$ cat src/rtl/core/depth_pixel_to_point_unit_macros.svh
// Assertion macros shared by the depth_pixel_to_point_unit RTL.
// Define NO_ASSERTIONS to compile them out; the users need clk_i and rst_ni in scope.
`ifndef DEPTH_PIXEL_TO_POINT_UNIT_MACROS_SVH
`define DEPTH_PIXEL_TO_POINT_UNIT_MACROS_SVH
`ifndef NO_ASSERTIONS
// Checked only while out of reset
`define D2P_ASSERT(lbl, prop, msg) \
  lbl: assert property (@(posedge clk_i) disable iff (!rst_ni) prop) \
    else $error(msg);
// Checked at every edge, reset included
`define D2P_ASSERT_RST(lbl, prop, msg) \
  lbl: assert property (@(posedge clk_i) prop) \
    else $error(msg);
`else
`define D2P_ASSERT(lbl, prop, msg)
`define D2P_ASSERT_RST(lbl, prop, msg)
`endif
`endif

$ cat src/rtl/core/d2p_pkg.sv
// Package for the depth pixel to point unit: register codes, widths and the
// axis stage control struct. No dependencies.
package d2p_pkg;

  // Configuration register indexes
  typedef enum logic [2:0] {
    CFG_ROW_START   = 3'd0,
    CFG_ROW_END     = 3'd1,
    CFG_COL_START   = 3'd2,
    CFG_COL_END     = 3'd3,
    CFG_CENTER_X    = 3'd4,
    CFG_CENTER_Y    = 3'd5,
    CFG_INV_FOCAL_X = 3'd6,
    CFG_INV_FOCAL_Y = 3'd7
  } cfg_reg_e;

  localparam int unsigned CFG_INDEX_W = 3;
  localparam int unsigned CFG_DATA_W  = 32;

  // Valid depth range [DEPTH_MIN, DEPTH_MAX)
  localparam logic [15:0] DEPTH_MIN = 16'd100;
  localparam logic [15:0] DEPTH_MAX = 16'd2500;

  // Datapath widths
  localparam int unsigned Z_W   = 28;  // depth in Q12.16, kept depths only
  localparam int unsigned MAG_W = 16;  // magnitude of the Q12.4 offset
  localparam int unsigned INV_W = 32;  // reciprocal focal length, Q0.32
  localparam int unsigned POS_W = 32;  // signed Q16.16 output

  // Stage enables of the projection pipeline of one axis
  typedef struct packed {
    logic mul_en;   // offset times depth
    logic part_en;  // partial products with the reciprocal
    logic rnd_en;   // sum and round
    logic sat_en;   // sign and saturate
  } axis_ctrl_t;

endpackage

$ cat src/rtl/core/d2p_axis.sv
// One axis of the back-projection: round(offset * z * inv / 2^36), saturated.
// Four pipeline stages driven by d2p_pkg::axis_ctrl_t enables; uses d2p_pkg.
module d2p_axis (
  input  logic                               clk_i,
  input  d2p_pkg::axis_ctrl_t                ctrl_i,
  input  logic                               neg_i,
  input  logic [d2p_pkg::MAG_W-1:0]          mag_i,
  input  logic [d2p_pkg::Z_W-1:0]            z_i,
  input  logic [d2p_pkg::INV_W-1:0]          inv_i,
  output logic signed [d2p_pkg::POS_W-1:0]   pos_o
);

  localparam int unsigned M_W   = d2p_pkg::MAG_W + d2p_pkg::Z_W;  // 44
  localparam int unsigned P_W   = M_W + 16;                       // 60
  localparam int unsigned S_W   = P_W + 1;                        // 61
  localparam int unsigned R_W   = S_W - 20;                       // 41
  localparam logic [S_W-1:0] ROUND_HALF = S_W'(1) << 19;
  localparam logic [R_W-1:0] POS_LIMIT  = R_W'(32'h7FFF_FFFF);
  localparam logic [R_W-1:0] NEG_LIMIT  = R_W'(1) << 31;

  logic [M_W-1:0] m_q, m_d;
  logic [P_W-1:0] plo_q, plo_d, phi_q, phi_d;
  logic [S_W-1:0] sum;
  logic [R_W-1:0] r_q, r_d;
  logic [d2p_pkg::POS_W-1:0] pos_q, pos_d;
  logic neg5_q, neg6_q, neg7_q;

  // Stage 5: offset magnitude times depth
  assign m_d = M_W'(mag_i) * M_W'(z_i);

  // Stage 6: two 44x16 partial products
  assign plo_d = P_W'(m_q) * P_W'(inv_i[15:0]);
  assign phi_d = P_W'(m_q) * P_W'(inv_i[31:16]);

  // Stage 7: combine and round half up on the magnitude
  assign sum = S_W'(phi_q) + S_W'(plo_q >> 16) + ROUND_HALF;
  assign r_d = sum[S_W-1:20];

  // Stage 8: apply sign with saturation
  always_comb begin
    if (neg7_q) begin
      if (r_q >= NEG_LIMIT) begin
        pos_d = 32'h8000_0000;
      end else begin
        pos_d = ~r_q[31:0] + 32'd1;
      end
    end else begin
      if (r_q > POS_LIMIT) begin
        pos_d = 32'h7FFF_FFFF;
      end else begin
        pos_d = r_q[31:0];
      end
    end
  end

  // Payload registers, advanced by the stage enables
  always_ff @(posedge clk_i) begin
    if (ctrl_i.mul_en) begin
      m_q    <= m_d;
      neg5_q <= neg_i;
    end
    if (ctrl_i.part_en) begin
      plo_q  <= plo_d;
      phi_q  <= phi_d;
      neg6_q <= neg5_q;
    end
    if (ctrl_i.rnd_en) begin
      r_q    <= r_d;
      neg7_q <= neg6_q;
    end
    if (ctrl_i.sat_en) begin
      pos_q  <= pos_d;
    end
  end

  assign pos_o = signed'(pos_q);

endmodule

$ cat config.mk
export PLATFORM = sky130hd
export DESIGN_NAME = d2p_axis
export DESIGN_NICKNAME = d
export VERILOG_FILES = /design/src/rtl/core/depth_pixel_to_point_unit_macros.svh /design/src/rtl/core/d2p_pkg.sv /design/src/rtl/core/d2p_axis.sv
export SDC_FILE = /design/constraint.sdc
export NUM_CORES = 2
export LEC_CHECK = 0
export ABC_AREA = 1
export ABC_CLOCK_PERIOD_IN_PS = 6700
export BUFFER_PORTS_ARGS = -buffer_cell sky130_fd_sc_hd__buf_4
export CAP_MARGIN = 20
export CORE_MARGIN = 4
export CORE_UTILIZATION = 48
export CTS_CLUSTER_DIAMETER = 60
export CTS_CLUSTER_SIZE = 20
export DETAILED_ROUTE_END_ITERATION = 8
export PLACE_DENSITY = 0.69
export SLEW_MARGIN = 30
export SYNTH_ARGS = -nofsm -noshare
export SYNTH_HDL_FRONTEND = slang
export SYNTH_SLANG_ARGS = --single-unit
$ cat constraint.sdc
create_clock -name clk_i -period 6.7 [get_ports clk_i]
set_input_delay 1.005 -clock clk_i [delete_from_list [all_inputs] [get_ports clk_i]]
set_output_delay 1.005 -clock clk_i [all_outputs]
set_load 0.05 [all_outputs]
==> impl_metrics.yaml <==
timing:
  finalMaxSlewViolations: 0
  period_needed_ps: 6370
  final-hold-violation-count: 0
  max_slew_margin_pct: 34.7
  timing.fmax_mhz: 157
  setup_slack_ps: 327
  period_share_pct: 95.1
  worstMarginPinSlew_ps: 979
  finalClockSkew_ps: 33.6
  setup_viol: 0
  rsz0062_at_grt: "no"
route:
  drcViolationCount: 0
  first_iter_violations: 4835
  via_per_inst: 5.23
  wl_per_cell_um: 18.9
  wl_um: 228000
  vias: 63300
  final_antenna_net_count: 0
  drt_first_pass_iters: 6
synthesis:
  yosysTopAreaCellShare_pct: 41.3
  synth-seq-cells: 224
  yosys_warnings: 0
  ys_seq_area_share_pct: 9.04
  synth_area_um2: 74400
  async_flop_share_pct: 0
  synth_area_leader_cell: "fa_1"
  synthCells: 9884
  synth_edf_count: 224
  synth_flop_cell: "edfxtp_1"
  syn-num-nets: 12000
  avgSynthCellArea_um2: 7.53
  ys_top_cells_by_area: "fa_1 41%, nand2_1 14%, inv_1 14%"
  ys_types: 46
clocking:
  max-clock-path-buffers: 3
  ctsHoldBuffers: 0
  path_clk_slew_ps: 60
  numCtsBuffers: 34
  insertion_delay_ps: 600
  root_buffer: "clkbuf_16"
  cts.sink_count: 224
  cts-htree-levels: 2
  cts_tree: "done"
grt:
  grt_pass1_wl_um: 368000
  grt_max_degree: 70
  antenna_found_initial: 1
  grt-ovfl-total: 0
  grt_pass1_vias: 66900
  grt_usage_pct: 28.9
floorplanning:
  coreArea_um2: 154000
  ioPinCount: 114
  start_util_pct: 48.3
  die_w_um: 402
  die_y_um: 402
  rows: 144
  die_area_um2: 161000
critical_path:
  crit_path_top_delay_cell: "fa_1"
  endpoint_kind: "register"
  cp-start-kind: "primary input"
  cpPeakStageDelay_ps: 550
  worstPathArrival_ps: 6710
  critical_path_buf_inv_count: 9
  critPathKind: "in2reg"
  required_ps: 7030
  cp_top_family: "adder cells"
  cp_max_fo: 18
cells_and_area:
  instances_no_fill: 12100
  drive_gt1_share_pct: 6.24
  antenna_cells: 0
  most-common-layout-cells: "2,865 x nand2_1, 2,795 x inv_1, 1,533 x fa_1"
  layout_commonest_cell: "nand2_1"
  multi_input_area_um2: 55600
  syn2layout_area_growth_pct: 9.17
  regArea_um2: 6730
  fin_nets: 12100
  nFillCells: 14700
place:
  pre_cts_ws_ps: -261
  placed_cells: 12000
  dpl.hpwl_um: 191000
  gp_congestion: 0.991
  io_buffers: 113
job:
  cap_viol_max_count: 0
run_status:
  status: "finished clean"
worst_hold_path:
  hp-class: "reg2reg"
cell families (layout without fill, tap and decap cells):
| family | count (synthesis) | in the layout | share of synthesized area, % |
|---|---|---|---|
| and+or+nand+nor | 3755 | 3755 | 20.0 |
| buffers and inverters | 3206 | 3374 | 16.2 |
| adders and majority gates | 1998 | 1998 | 49.1 |
| AOI/OAI and AO/OA | 586 | 586 | 4.29 |
| DFF | 224 | 224 | 9.04 |
| xor gates and xnor gates | 115 | 115 | 1.35 |
synth_stat cells (4+ instances only):
cell / number
ha_1: 465
o21bai_1: 24
xnor2_1: 17
edfxtp_1: 224
nand3b_1: 9
nand3_2: 5
and2_0: 4
nor4_1: 15
a21o_1: 15
o21ai_2: 4
xor2_1: 98
o21ai_1: 17
a21boi_0: 11
nand3_1: 218
a21oi_1: 297
nand2_2: 13
buf_1: 21
nor3_1: 55
o211ai_1: 16
nand2_1: 2865
fa_1: 1533
nand4_1: 77
nor2_2: 10
o21ai_0: 176
clkbuf_1: 377
inv_2: 7
o21a_1: 19
inv_1: 2795
nor2_1: 468
state kept, by name, summed over array words and instances (netlist names):
| signal | cells |
|---|---|
| phi_q | 60 |
| m_q | 44 |
| plo_q | 44 |
| r_q | 41 |
| pos_o | 32 |
| neg5_q | 1 |
| neg6_q | 1 |
| neg7_q | 1 |
routing by layer:
layer	global-route usage, %	part of all wire, %	vias up
li1	-	-	28700
met1	38.8	41	31400
met2	47.4	46	2749
met3	5.09	8.8	438
met4	9.67	3.8	0
met5	0	0	-
area by class of cell:
cell class	instances	share of cell area [%]
Timing Repair Buffer	510	5.63
Sequential cell	224	8.28
Multi-Input combinational cell	6454	68.5
Clock buffer	35	1.05
Clock inverter	27	0.464
Inverter	2802	13.0
Tap cell	2044	3.15
worst register-to-register path, stage by stage (launching register included):
cell	delay, ps
edfxtp_1	990
buf_4	350
nand2_1	100
fa_1	480
fa_1	490
inv_1	40
ha_1	190
fa_1	480
inv_1	50
fa_1	520
inv_1	40
fa_1	430
ha_1	370
a21oi_1	150
o21ai_0	510
a21oi_1	100
o21ai_1	390
a21oi_1	150
xnor2_1	310
what timing repair did:
action,4_1_cts,5_1_grt
endpoints found under the setup margin,0,13
setup buffers,0,10
gates resized for setup,0,1
through the flow:
| stage | TNS, ps | hold WS, ps | cell area [um^2] | util [%] |
|---|---|---|---|---|
| after floorplan | 0 | 400 | 74400 | - |
| after global placement | -1570 | 420 | 79800 | 51.8 |
| after detailed placement | -3040 | 421 | 79800 | 51.8 |
| after CTS | 0 | 434 | 81100 | 52.6 |
| after global routing | 0 | 441 | 81200 | 52.7 |
| final | 0 | 427 | 81200 | 52.7 |
final timing paths:
| path | from | end | slack [ps] | cells after the start |
|---|---|---|---|---|
| worst max register to register | m_q[2] | phi_q[35] | 340 | 18 |
| worst min register to register | neg6_q | neg7_q | 430 | 0 |
| worst min-delay path | neg6_q | neg7_q | 430 | 0 |
| worst max-delay path | inv_i[17] | phi_q[44] | 330 | 25 |
Power is not shown: default switching activity piles up to over one toggle a cycle in this logic, so the estimate is an artifact.
